--- src/rtl/gcode_tool_number_remapper_defines.svh ---
// Assertion macros for the tool number remapper.
`ifndef GCODE_TOOL_NUMBER_REMAPPER_DEFINES_SVH
`define GCODE_TOOL_NUMBER_REMAPPER_DEFINES_SVH

`ifndef ASSERT_OFF

// Same-cycle implication, disabled during reset.
`define GTR_ASSERT_IMP(label, clk, rst_n, pre, post) \
  label: assert property (@(posedge clk) disable iff (!(rst_n)) (pre) |-> (post)) \
    else $error("assertion failed");

// Next-cycle implication, disabled during reset.
`define GTR_ASSERT_NXT(label, clk, rst_n, pre, post) \
  label: assert property (@(posedge clk) disable iff (!(rst_n)) (pre) |=> (post)) \
    else $error("assertion failed");

`else

`define GTR_ASSERT_IMP(label, clk, rst_n, pre, post)
`define GTR_ASSERT_NXT(label, clk, rst_n, pre, post)

`endif

`endif

--- src/rtl/gtr_pkg.sv ---
package gtr_pkg;

  localparam int unsigned MAX_DIGITS_DEF  = 8;
  localparam int unsigned MAP_ENTRIES_DEF = 32;

  localparam int unsigned CFG_IDX_W  = 4;
  localparam int unsigned CFG_DATA_W = 64;
  localparam int unsigned ENTRIES_PER_REG = 8;

  // Saturation point of the source tool value
  localparam logic [5:0] SRC_SAT = 6'd32;

  localparam logic [7:0] CHR_UPPER_T = 8'h54;
  localparam logic [7:0] CHR_LOWER_T = 8'h74;
  localparam logic [7:0] CHR_SEMI    = 8'h3b;
  localparam logic [7:0] CHR_NL      = 8'h0a;
  localparam logic [7:0] CHR_TAB     = 8'h09;
  localparam logic [7:0] CHR_VT      = 8'h0b;
  localparam logic [7:0] CHR_FF      = 8'h0c;
  localparam logic [7:0] CHR_CR      = 8'h0d;
  localparam logic [7:0] CHR_SPACE   = 8'h20;
  localparam logic [7:0] CHR_ZERO    = 8'h30;
  localparam logic [7:0] CHR_NINE    = 8'h39;
  localparam logic [3:0] ASCII_DIGIT_HI = 4'h3;

  typedef struct packed {
    logic load;  // input item accepted
    logic step;  // result item accepted
  } dp_cmd_t;

  typedef struct packed {
    logic has_out;  // the item offered now causes at least one result
    logic last;     // the current result is the last of its item
  } dp_sts_t;

  // Target tool in decimal, most significant digit first
  typedef struct packed {
    logic [1:0] len;
    logic [3:0] d0;
    logic [3:0] d1;
    logic [3:0] d2;
  } dec_t;

  function automatic dec_t dec3(logic [6:0] t);
    dec_t        r;
    logic        h;
    logic [6:0]  rem;
    logic [14:0] prod;
    logic [3:0]  tn;
    logic [6:0]  ones;
    h    = (t >= 7'd100);
    rem  = h ? (t - 7'd100) : t;
    // rem / 10 via reciprocal, exact for rem < 100
    prod = {8'b0, rem} * 15'd205;
    tn   = prod[14:11];
    ones = rem - ({3'b0, tn} * 7'd10);
    r    = '0;
    if (h) begin
      r.len = 2'd3;
      r.d0  = 4'd1;
      r.d1  = tn;
      r.d2  = ones[3:0];
    end else if (tn != 4'd0) begin
      r.len = 2'd2;
      r.d0  = tn;
      r.d1  = ones[3:0];
    end else begin
      r.len = 2'd1;
      r.d0  = ones[3:0];
    end
    return r;
  endfunction

endpackage

--- src/rtl/gtr_if.sv ---
interface gtr_in_if;
  import gtr_pkg::*;
  logic       valid;
  logic       ready;
  logic [7:0] in_byte;
  logic       stream_end;
  modport source (output valid, output in_byte, output stream_end, input ready);
  modport sink   (input valid, input in_byte, input stream_end, output ready);
endinterface

interface gtr_out_if;
  import gtr_pkg::*;
  logic       valid;
  logic       ready;
  logic [7:0] out_byte;
  logic       run_last;
  modport source (output valid, output out_byte, output run_last, input ready);
  modport sink   (input valid, input out_byte, input run_last, output ready);
endinterface

interface gtr_cfg_if;
  import gtr_pkg::*;
  logic                  valid;
  logic                  ready;
  logic [CFG_IDX_W-1:0]  reg_index;
  logic [CFG_DATA_W-1:0] reg_data;
  modport source (output valid, output reg_index, output reg_data, input ready);
  modport sink   (input valid, input reg_index, input reg_data, output ready);
endinterface

--- src/rtl/gtr_ctrl.sv ---
module gtr_ctrl (
  input  logic              clk_i,
  input  logic              rst_ni,
  input  logic              in_valid_i,
  output logic              in_ready_o,
  output logic              out_valid_o,
  input  logic              out_ready_i,
  input  gtr_pkg::dp_sts_t  sts_i,
  output gtr_pkg::dp_cmd_t  cmd_o
);
  import gtr_pkg::*;

  typedef enum logic [0:0] {
    S_IDLE,
    S_EMIT
  } state_e;

  state_e state_q;
  logic   in_ready_q;
  logic   out_valid_q;

  assign in_ready_o  = in_ready_q;
  assign out_valid_o = out_valid_q;
  assign cmd_o.load  = in_valid_i & in_ready_q;
  assign cmd_o.step  = out_valid_q & out_ready_i;

  always_ff @(posedge clk_i or negedge rst_ni) begin
    if (!rst_ni) begin
      state_q     <= S_IDLE;
      in_ready_q  <= 1'b1;
      out_valid_q <= 1'b0;
    end else begin
      case (state_q)
        S_IDLE: begin
          if (in_valid_i && in_ready_q && sts_i.has_out) begin
            state_q     <= S_EMIT;
            in_ready_q  <= 1'b0;
            out_valid_q <= 1'b1;
          end
        end
        S_EMIT: begin
          if (out_ready_i && sts_i.last) begin
            state_q     <= S_IDLE;
            in_ready_q  <= 1'b1;
            out_valid_q <= 1'b0;
          end
        end
        default: begin
          state_q     <= S_IDLE;
          in_ready_q  <= 1'b1;
          out_valid_q <= 1'b0;
        end
      endcase
    end
  end

endmodule

--- src/rtl/gtr_dp.sv ---
module gtr_dp #(
  parameter int unsigned MAX_DIGITS  = gtr_pkg::MAX_DIGITS_DEF,
  parameter int unsigned MAP_ENTRIES = gtr_pkg::MAP_ENTRIES_DEF
) (
  input  logic                           clk_i,
  input  logic                           rst_ni,
  input  gtr_pkg::dp_cmd_t               cmd_i,
  output gtr_pkg::dp_sts_t               sts_o,
  input  logic [7:0]                     in_byte_i,
  input  logic                           stream_end_i,
  output logic [7:0]                     out_byte_o,
  output logic                           run_last_o,
  input  logic                           cfg_we_i,
  input  logic [gtr_pkg::CFG_IDX_W-1:0]  cfg_idx_i,
  input  logic [gtr_pkg::CFG_DATA_W-1:0] cfg_data_i
);
  import gtr_pkg::*;

  localparam int unsigned CNT_W  = $clog2(MAX_DIGITS + 1);
  localparam int unsigned HIDX_W = $clog2(MAX_DIGITS);
  localparam int unsigned OIDX_W = $clog2(MAX_DIGITS + 2);
  localparam int unsigned MIDX_W = $clog2(MAP_ENTRIES);

  // parse state
  logic             in_comment_q, in_comment_d;
  logic             at_start_q, at_start_d;
  logic             after_t_q, after_t_d;
  logic [CNT_W-1:0] count_q, count_d;
  logic [5:0]       src_q, src_d;

  logic [3:0]       held_q [MAX_DIGITS];
  logic [7:0]       map_q  [MAP_ENTRIES];

  // plan of the item being emitted
  logic [7:0]        c_q;
  logic              raw_q;
  logic [CNT_W-1:0]  fl_len_q;
  dec_t              dec_q;
  logic [OIDX_W-1:0] total_q;
  logic [OIDX_W-1:0] idx_q;

  logic       is_dig, is_ws, is_tool;
  logic [3:0] dval;
  logic       holding;
  logic       hold_en, plain, emit_c, fl_cur, force_raw;
  logic       fl_end, fl_en;
  logic [CNT_W-1:0] fl_cnt, fl_len;
  logic [5:0] fl_src;
  logic [8:0] acc;
  logic [7:0] entry;
  logic       mapped;
  dec_t       dec;
  logic [OIDX_W-1:0] total_d;

  assign is_dig  = (in_byte_i >= CHR_ZERO) && (in_byte_i <= CHR_NINE);
  assign is_ws   = (in_byte_i == CHR_SPACE) || (in_byte_i == CHR_TAB) ||
                   (in_byte_i == CHR_NL) || (in_byte_i == CHR_VT) ||
                   (in_byte_i == CHR_FF) || (in_byte_i == CHR_CR);
  assign is_tool = (in_byte_i == CHR_UPPER_T) || (in_byte_i == CHR_LOWER_T);
  assign dval    = in_byte_i[3:0];
  assign holding = (count_q != '0);
  assign acc     = ({3'b0, src_q} * 9'd10) + {5'b0, dval};

  always_comb begin
    in_comment_d = in_comment_q;
    at_start_d   = at_start_q;
    after_t_d    = after_t_q;
    count_d      = count_q;
    src_d        = src_q;
    hold_en      = 1'b0;
    plain        = 1'b0;
    emit_c       = 1'b0;
    fl_cur       = 1'b0;
    force_raw    = 1'b0;

    if (holding) begin
      if (is_dig) begin
        if (count_q < CNT_W'(MAX_DIGITS)) begin
          hold_en = 1'b1;
        end else begin
          // overlong token: held digits and this one go out unchanged
          fl_cur     = 1'b1;
          force_raw  = 1'b1;
          emit_c     = 1'b1;
          count_d    = '0;
          src_d      = '0;
          at_start_d = 1'b0;
        end
      end else begin
        fl_cur  = 1'b1;
        plain   = 1'b1;
        count_d = '0;
        src_d   = '0;
      end
    end else if (after_t_q) begin
      after_t_d = 1'b0;
      if (is_dig) begin
        hold_en = 1'b1;
      end else begin
        plain = 1'b1;
      end
    end else begin
      plain = 1'b1;
    end

    if (hold_en) begin
      count_d    = count_q + 1'b1;
      src_d      = (acc > {3'b0, SRC_SAT}) ? SRC_SAT : acc[5:0];
      at_start_d = 1'b0;
    end

    if (plain) begin
      emit_c = 1'b1;
      if (in_comment_q) begin
        if (in_byte_i == CHR_NL) begin
          in_comment_d = 1'b0;
        end
      end else if (in_byte_i == CHR_SEMI) begin
        in_comment_d = 1'b1;
      end else if (at_start_q && is_tool) begin
        after_t_d = 1'b1;
      end
      at_start_d = is_ws;
    end

    // stream end flushes a token still held, then restarts the parse
    fl_end = stream_end_i && (count_d != '0);
    fl_en  = fl_cur | fl_end;
    fl_cnt = fl_cur ? count_q : count_d;
    fl_src = fl_cur ? src_q : src_d;

    if (stream_end_i) begin
      in_comment_d = 1'b0;
      at_start_d   = 1'b1;
      after_t_d    = 1'b0;
      count_d      = '0;
      src_d        = '0;
    end
  end

  assign entry  = map_q[fl_src[MIDX_W-1:0]];
  assign mapped = (fl_src < 6'(MAP_ENTRIES)) && entry[7] && !force_raw;
  assign dec    = dec3(entry[6:0]);
  assign fl_len = !fl_en ? '0 : (mapped ? CNT_W'(dec.len) : fl_cnt);
  assign total_d = OIDX_W'(fl_len) + OIDX_W'(emit_c);

  assign sts_o.has_out = fl_en | emit_c;
  assign sts_o.last    = (idx_q == (total_q - OIDX_W'(1)));

  always_ff @(posedge clk_i or negedge rst_ni) begin
    if (!rst_ni) begin
      in_comment_q <= 1'b0;
      at_start_q   <= 1'b1;
      after_t_q    <= 1'b0;
      count_q      <= '0;
      src_q        <= '0;
      idx_q        <= '0;
    end else begin
      if (cmd_i.load) begin
        in_comment_q <= in_comment_d;
        at_start_q   <= at_start_d;
        after_t_q    <= after_t_d;
        count_q      <= count_d;
        src_q        <= src_d;
        idx_q        <= '0;
      end else if (cmd_i.step) begin
        idx_q <= idx_q + 1'b1;
      end
    end
  end

  always_ff @(posedge clk_i) begin
    if (cmd_i.load) begin
      c_q      <= in_byte_i;
      raw_q    <= !mapped;
      fl_len_q <= fl_len;
      dec_q    <= dec;
      total_q  <= total_d;
      if (hold_en) begin
        held_q[count_q[HIDX_W-1:0]] <= dval;
      end
    end
  end

  for (genvar e = 0; e < MAP_ENTRIES; e++) begin : g_map
    localparam int unsigned RegSel = e / ENTRIES_PER_REG;
    localparam int unsigned ByteLo = (e % ENTRIES_PER_REG) * 8;
    always_ff @(posedge clk_i or negedge rst_ni) begin
      if (!rst_ni) begin
        map_q[e] <= '0;
      end else if (cfg_we_i && (cfg_idx_i == CFG_IDX_W'(RegSel))) begin
        map_q[e] <= cfg_data_i[ByteLo +: 8];
      end
    end
  end

  // result byte: flushed digits first, then the input byte itself
  logic       is_digit_out;
  logic [3:0] dg, md;

  always_comb begin
    case (idx_q[1:0])
      2'd0:    md = dec_q.d0;
      2'd1:    md = dec_q.d1;
      default: md = dec_q.d2;
    endcase
    is_digit_out = (idx_q < OIDX_W'(fl_len_q));
    dg           = raw_q ? held_q[idx_q[HIDX_W-1:0]] : md;
    out_byte_o   = is_digit_out ? {ASCII_DIGIT_HI, dg} : c_q;
  end

  assign run_last_o = sts_o.last;

endmodule

--- src/rtl/gcode_tool_number_remapper.sv ---
// Input bytes are accepted when no results are pending.
// Each byte yields 0 to MAX_DIGITS+1 result bytes, leaving one per cycle while the
// receiver is ready, the first in the cycle after acceptance.
// A held digit yields no result unless the stream ends on it.
// Reset (rst_ni, async, low) clears the parse state to line start and the table to 0.
`include "gcode_tool_number_remapper_defines.svh"

module gcode_tool_number_remapper #(
  parameter int unsigned MAX_DIGITS  = gtr_pkg::MAX_DIGITS_DEF,
  parameter int unsigned MAP_ENTRIES = gtr_pkg::MAP_ENTRIES_DEF
) (
  input  logic      clk_i,
  input  logic      rst_ni,
  gtr_in_if.sink    in_i,
  gtr_out_if.source out_o,
  gtr_cfg_if.sink   cfg_i
);
  import gtr_pkg::*;

  dp_cmd_t cmd;
  dp_sts_t sts;

  assign cfg_i.ready = 1'b1;

  gtr_ctrl u_ctrl (
    .clk_i       (clk_i),
    .rst_ni      (rst_ni),
    .in_valid_i  (in_i.valid),
    .in_ready_o  (in_i.ready),
    .out_valid_o (out_o.valid),
    .out_ready_i (out_o.ready),
    .sts_i       (sts),
    .cmd_o       (cmd)
  );

  gtr_dp #(
    .MAX_DIGITS  (MAX_DIGITS),
    .MAP_ENTRIES (MAP_ENTRIES)
  ) u_dp (
    .clk_i        (clk_i),
    .rst_ni       (rst_ni),
    .cmd_i        (cmd),
    .sts_o        (sts),
    .in_byte_i    (in_i.in_byte),
    .stream_end_i (in_i.stream_end),
    .out_byte_o   (out_o.out_byte),
    .run_last_o   (out_o.run_last),
    .cfg_we_i     (cfg_i.valid),
    .cfg_idx_i    (cfg_i.reg_index),
    .cfg_data_i   (cfg_i.reg_data)
  );

  `GTR_ASSERT_IMP(a_no_overlap, clk_i, rst_ni, out_o.valid, !in_i.ready)
  `GTR_ASSERT_NXT(a_last_frees, clk_i, rst_ni, out_o.valid && out_o.ready && out_o.run_last, in_i.ready)
  `GTR_ASSERT_NXT(a_run_goes_on, clk_i, rst_ni, out_o.valid && out_o.ready && !out_o.run_last, out_o.valid)

endmodule

--- src/flat_wrapper.sv ---
// flat-port wrapper written by rule: the top's interface ports become plain ports
module gcode_tool_number_remapper_flat import gtr_pkg::*;
#(
  parameter int unsigned MAX_DIGITS  = gtr_pkg::MAX_DIGITS_DEF,
  parameter int unsigned MAP_ENTRIES = gtr_pkg::MAP_ENTRIES_DEF
)
  (clk_i, rst_ni, in_i_valid, in_i_in_byte, in_i_stream_end, in_i_ready, out_o_valid, out_o_out_byte, out_o_run_last, out_o_ready, cfg_i_valid, cfg_i_reg_index, cfg_i_reg_data, cfg_i_ready);
  gtr_in_if in_i_i ();
  gtr_out_if out_o_i ();
  gtr_cfg_if cfg_i_i ();
  input  logic clk_i;
  input  logic rst_ni;
  input wire logic [$bits(in_i_i.valid)-1:0] in_i_valid;
  input wire logic [$bits(in_i_i.in_byte)-1:0] in_i_in_byte;
  input wire logic [$bits(in_i_i.stream_end)-1:0] in_i_stream_end;
  output wire logic [$bits(in_i_i.ready)-1:0] in_i_ready;
  output wire logic [$bits(out_o_i.valid)-1:0] out_o_valid;
  output wire logic [$bits(out_o_i.out_byte)-1:0] out_o_out_byte;
  output wire logic [$bits(out_o_i.run_last)-1:0] out_o_run_last;
  input wire logic [$bits(out_o_i.ready)-1:0] out_o_ready;
  input wire logic [$bits(cfg_i_i.valid)-1:0] cfg_i_valid;
  input wire logic [$bits(cfg_i_i.reg_index)-1:0] cfg_i_reg_index;
  input wire logic [$bits(cfg_i_i.reg_data)-1:0] cfg_i_reg_data;
  output wire logic [$bits(cfg_i_i.ready)-1:0] cfg_i_ready;
  assign in_i_i.valid = in_i_valid;
  assign in_i_i.in_byte = in_i_in_byte;
  assign in_i_i.stream_end = in_i_stream_end;
  assign in_i_ready = in_i_i.ready;
  assign out_o_valid = out_o_i.valid;
  assign out_o_out_byte = out_o_i.out_byte;
  assign out_o_run_last = out_o_i.run_last;
  assign out_o_i.ready = out_o_ready;
  assign cfg_i_i.valid = cfg_i_valid;
  assign cfg_i_i.reg_index = cfg_i_reg_index;
  assign cfg_i_i.reg_data = cfg_i_reg_data;
  assign cfg_i_ready = cfg_i_i.ready;
  gcode_tool_number_remapper #(.MAX_DIGITS(MAX_DIGITS), .MAP_ENTRIES(MAP_ENTRIES)) u_core (.clk_i(clk_i), .rst_ni(rst_ni), .in_i(in_i_i), .out_o(out_o_i), .cfg_i(cfg_i_i));
endmodule
--- config.mk ---
export PLATFORM = sky130hd
export DESIGN_NAME = gcode_tool_number_remapper_flat
export DESIGN_NICKNAME = d
export VERILOG_FILES = /design/src/rtl/gtr_pkg.sv /design/src/rtl/gtr_if.sv /design/src/rtl/gtr_ctrl.sv /design/src/rtl/gtr_dp.sv /design/src/rtl/gcode_tool_number_remapper.sv /design/src/flat_wrapper.sv
export VERILOG_INCLUDE_DIRS = /design/src /design/src/rtl
export SDC_FILE = /design/constraint.sdc
export NUM_CORES = 1
export LEC_CHECK = 0
export BUFFER_PORTS_ARGS = -buffer_cell sky130_fd_sc_hd__buf_2
export CAP_MARGIN = 20
export CELL_PAD_IN_SITES_DETAIL_PLACEMENT = 0
export CELL_PAD_IN_SITES_GLOBAL_PLACEMENT = 1
export CORE_MARGIN = 4
export CORE_UTILIZATION = 25
export DETAILED_ROUTE_END_ITERATION = 10
export GPL_TIMING_DRIVEN = 0
export PLACE_DENSITY_LB_ADDON = 0.1
export SLEW_MARGIN = 0
export SYNTH_ARGS = -nofsm -noshare
export SYNTH_HDL_FRONTEND = slang
export SYNTH_SLANG_ARGS = --single-unit
--- constraint.sdc ---
create_clock -name clk_i -period 13.25 [get_ports clk_i]
set_input_delay 1.9875 -clock clk_i [delete_from_list [all_inputs] [get_ports clk_i]]
set_output_delay 1.9875 -clock clk_i [all_outputs]
set_load 0.1 [all_outputs]
==> flow_summary_export.csv <==
group,metric,value,unit
run_status,outcome,"complete, no violations",
cts,cts_tree,"built",
worst_setup_path,startpoint,"in_i_in_byte[1]",
sta,hold_viol_final,0,
floorplanning,row_count,97,
synthesis,avgSynthCellArea,12.0,um2
sta,clock_skew,0.0172,ns
worst_setup_path,crit_end,"u_core.u_dp.total_q[2]",
global_routing,grt_max_degree,111,
global_routing,grt_overflow,0,
sta,maxSlewHeadroom,31.5,%
cts,cts_max_level,2,
worst_setup_path,reg2reg_depth,39,
worst_setup_path,end_kind,"flop",
detailed_routing,route.vias.total,12700,
worst_setup_path,required,13.56,ns
power_and_ir_drop,power_frac_comb,50.9,%
power_and_ir_drop,p_leak,8.76,nW
sta,finalCritPeriodShare,93.1,%
power_and_ir_drop,switching_share,40.7,%
synthesis,ys_seq_area_share,49.0,%
synthesis,synth_top_area_share,38.5,%
worst_setup_path,worstPathMaxFanout,16,
sta,fin_hold_ws,0.485,ns
synthesis,async_flop_share,81.9,%
cells_and_area,area_growth,18.2,%
synthesis,ys_warn_count,0,
cells_and_area,multi_input_area,8430,um2
detailed_routing,final_antenna_net_count,0,
power_and_ir_drop,p_int,0.00326,W
global_routing,grtUsageTotal,16.8,%
sta,tns,0,ns
detailed_routing,drt_iter0_drc,709,
placement,dpl_cell_area,19600,um2
cts,cts.reportedPaths.clkPinSlew,0.06,ns
cts,root_buffer,"clkbuf_16",
placement,hpwl,46.4,mm
sta,period_minus_slack,12.34,ns
cells_and_area,nets,1784,
synthesis,syn-cell-area,17800,um2
cells_and_area,drive_above_1_share,31.2,%
placement,port_buffers,92,
global_routing,grt_pass1_vias,13300,
detailed_routing,via_per_inst,4.88,
sta,rsz0062_at_grt,"false",
cells_and_area,fin_cells,2602,
power_and_ir_drop,power,0.00550,W
worst_setup_path,rr_startpoint,"u_core.u_dp.src_q[1]",
placement,gp_congestion,0.818,
cts,holdBufCountCts,0,
worst_setup_path,cp_slowest_stage_delay,0.79,ns
synthesis,synth_cell_types,97,
run,drv_cap,0,
floorplanning,start_util,25.3,%
cells_and_area,seq_area,8740,um2
sta,finalSetupViolCount,0,
power_and_ir_drop,clockPowerShare,21.9,%
power_and_ir_drop,powerDensity,261,nW/um2
worst_setup_path,crit_arrival,12.65,ns
worst_hold_path,hold_path_class,"flop to flop",
detailed_routing,drcViolationCount,0,
worst_setup_path,worstReg2RegEnd,"u_core.u_dp.total_q[2]",
synthesis,syn_inst,1487,
floorplanning,die_area,75600,um2
detailed_routing,routedWlPerCell,24.6,um
worst_setup_path,reg2reg_slack,1.93,ns
power_and_ir_drop,p_sw,0.00224,W
sta,fmax,81.0,MHz
global_routing,antenna_found_initial,2,
synthesis,ys.flop_type,"dfrtp_1",
cts,cts_sinks,337,
synthesis,synth_nets,1636,
sta,worst_pin_slew,1.02,ns
cells_and_area,postLayoutCellArea,21100,um2
floorplanning,coreArea,70400,um2
power_and_ir_drop,ir_drop,0.351,mV
worst_setup_path,crit_type,"input port to flop",
worst_setup_path,crit_path_start_kind,"input port",
placement,placed_cells,2527,
global_routing,grt_pass1_wl,93.5,mm
floorplanning,pin_count,94,
cts,clockBufferDepth,3,
sta,drv_slew,0,
cts,clkLatencyLatePin,0.56,ns
cells_and_area,nFillCells,7289,
floorplanning,die_h,275,um
detailed_routing,dr.pass1.iters,5,
synthesis,ys_top_cells_by_area,"dfrtp_1 (38%), mux2_2 (17%), edfxtp_1 (10%)",
floorplanning,fp.dieW,275,um
worst_setup_path,crit_top_cell,"ha_1",
synthesis,synth_seq_cells,337,
synthesis,synth_edf_count,61,
power_and_ir_drop,p_seq_share,27.2,%
cts,cts_buffers,43,
detailed_routing,routed_wl,63.9,mm
worst_setup_path,slowest_stage,"clkdlybuf4s15_1",
synthesis,yosysTopAreaCell,"dfrtp_1",
==> through the flow <==
stage	utilization, %	setup WS, ns
finish	29.9	0.909
global route	29.9	0.0393
CTS	29.9	0.633
detailed placement	27.9	0.0637
global placement	27.6	0.0248
floorplan	-	2.63
==> synthesized netlist by cell type, drive strengths merged, types with 19 or more instances <==
cell type	n
clkbuf	47
mux2	269
dfrtp	274
edfxtp	61
ha	56
a21oi	48
buf	33
inv	55
nand2	153
mux2i	40
a211oi	19
nand3	47
o21ai	34
nor2	61
==> per-layer routing <==
metal  share of wire, %  track usage (%)
met5                  0                0
met4                2.5             4.34
met3                3.5             2.41
met2                 47             27.5
met1                 48             23.4
==> worst max-delay path, delay by kind of cell <==
family	cells	cell delay [ns]
xor+xnor	4	1.04
simple gates	9	1.88
fa+ha+maj	8	2.83
buf+inv	9	1.91
compound gates	10	2.95
==> power by group through the flow <==
stage                     clock [W]  combinational (W)  sequential [W]
after floorplan                   0            0.00210         0.00148
after global placement            0            0.00285         0.00151
after detailed placement          0            0.00283         0.00151
after CTS                   0.00124            0.00286         0.00149
after global routing        0.00128            0.00318         0.00152
final                       0.00120            0.00280         0.00149
==> flip-flops by register name (all words and copies together), names as in the netlist <==
name / count
u_core.u_dp.total_q: 4
u_core.u_dp.map_q: 256
u_core.u_ctrl.state_q: 1
u_core.u_dp.held_q: 32
u_core.u_dp.in_comment_q: 1
u_core.u_ctrl.in_ready_o: 1
u_core.u_dp.after_t_q: 1
u_core.u_ctrl.out_valid_o: 1
u_core.u_dp.src_q: 6
u_core.u_dp.at_start_q: 1
u_core.u_dp.c_q: 8
u_core.u_dp.count_q: 4
u_core.u_dp.fl_len_q: 4
u_core.u_dp.dec_q: 12
u_core.u_dp.raw_q: 1
u_core.u_dp.idx_q: 4
==> cells by family (layout without fill, tap and decap cells) <==
group           Yosys count  count (layout)  share of synthesized area [%]
mux                     320             320                           20.6
xor+xnor                 28              28                           1.68
buf+inv                 135             309                           3.70
fa+ha+maj                67              67                           5.17
flops                   337             337                           49.0
compound gates          240             240                           10.2
other cells               1               2                         0.0210
simple gates            359             359                           9.52
==> cell type report <==
type,instances,share of cell area [%]
multi-input combinational,1015,40.0
clock buffer,56,5.58
inverter,55,0.980
timing repair buffer,103,3.02
sequential,337,41.5
clock inverter,15,1.12
antenna,1,0.0119
buffer,80,2.20
tap,940,5.58
==> how the worst min path moves through the flow <==
stage                                   from                        end  slack, ns  depth (start not counted)
global route           u_core.u_ctrl.state_q  u_core.u_ctrl.out_valid_o       0.49                          1
detailed placement  u_core.u_ctrl.in_ready_o   u_core.u_ctrl.in_ready_o       0.48                          2
global placement      u_core.u_dp.at_start_q     u_core.u_dp.at_start_q       0.48                          2
floorplan             u_core.u_dp.at_start_q     u_core.u_dp.at_start_q       0.45                          2
CTS                    u_core.u_ctrl.state_q  u_core.u_ctrl.out_valid_o       0.50                          1
finish                 u_core.u_ctrl.state_q  u_core.u_ctrl.out_valid_o       0.49                          1
==> layout by cell type, fill, tap and decap left out, drive strengths merged, types with 5 or more instances in the layout <==
cell type and instances:
a32oi 10, ha 56, a311oi 12, a31oi 12, and2 15, o211a 5, nor2 61, a22oi 13
o31ai 5, o21ai 34, nand2 153, clkbuf 102, nand4 12, fa 11, xor2 10, a211oi 19
dfrtp 274, and3 9, bufinv 6, clkinv 7, a221oi 13, nor3 17, or3 7, mux2 269
o22ai 7, nand3 47, a21oi 48, a2111oi 5, nor2b 9, inv 56, nor3b 5, a21o 6
nand2b 6, mux2i 40, nor4 5, mux4 11, xnor2 17, buf 136, edfxtp 61, a22o 17
==> what timing repair did <==
item	in CTS	in global routing
endpoints found under the setup margin	0	6
resized for setup	0	8
buffers inserted	0	3
(Power assumes the default switching activity.)
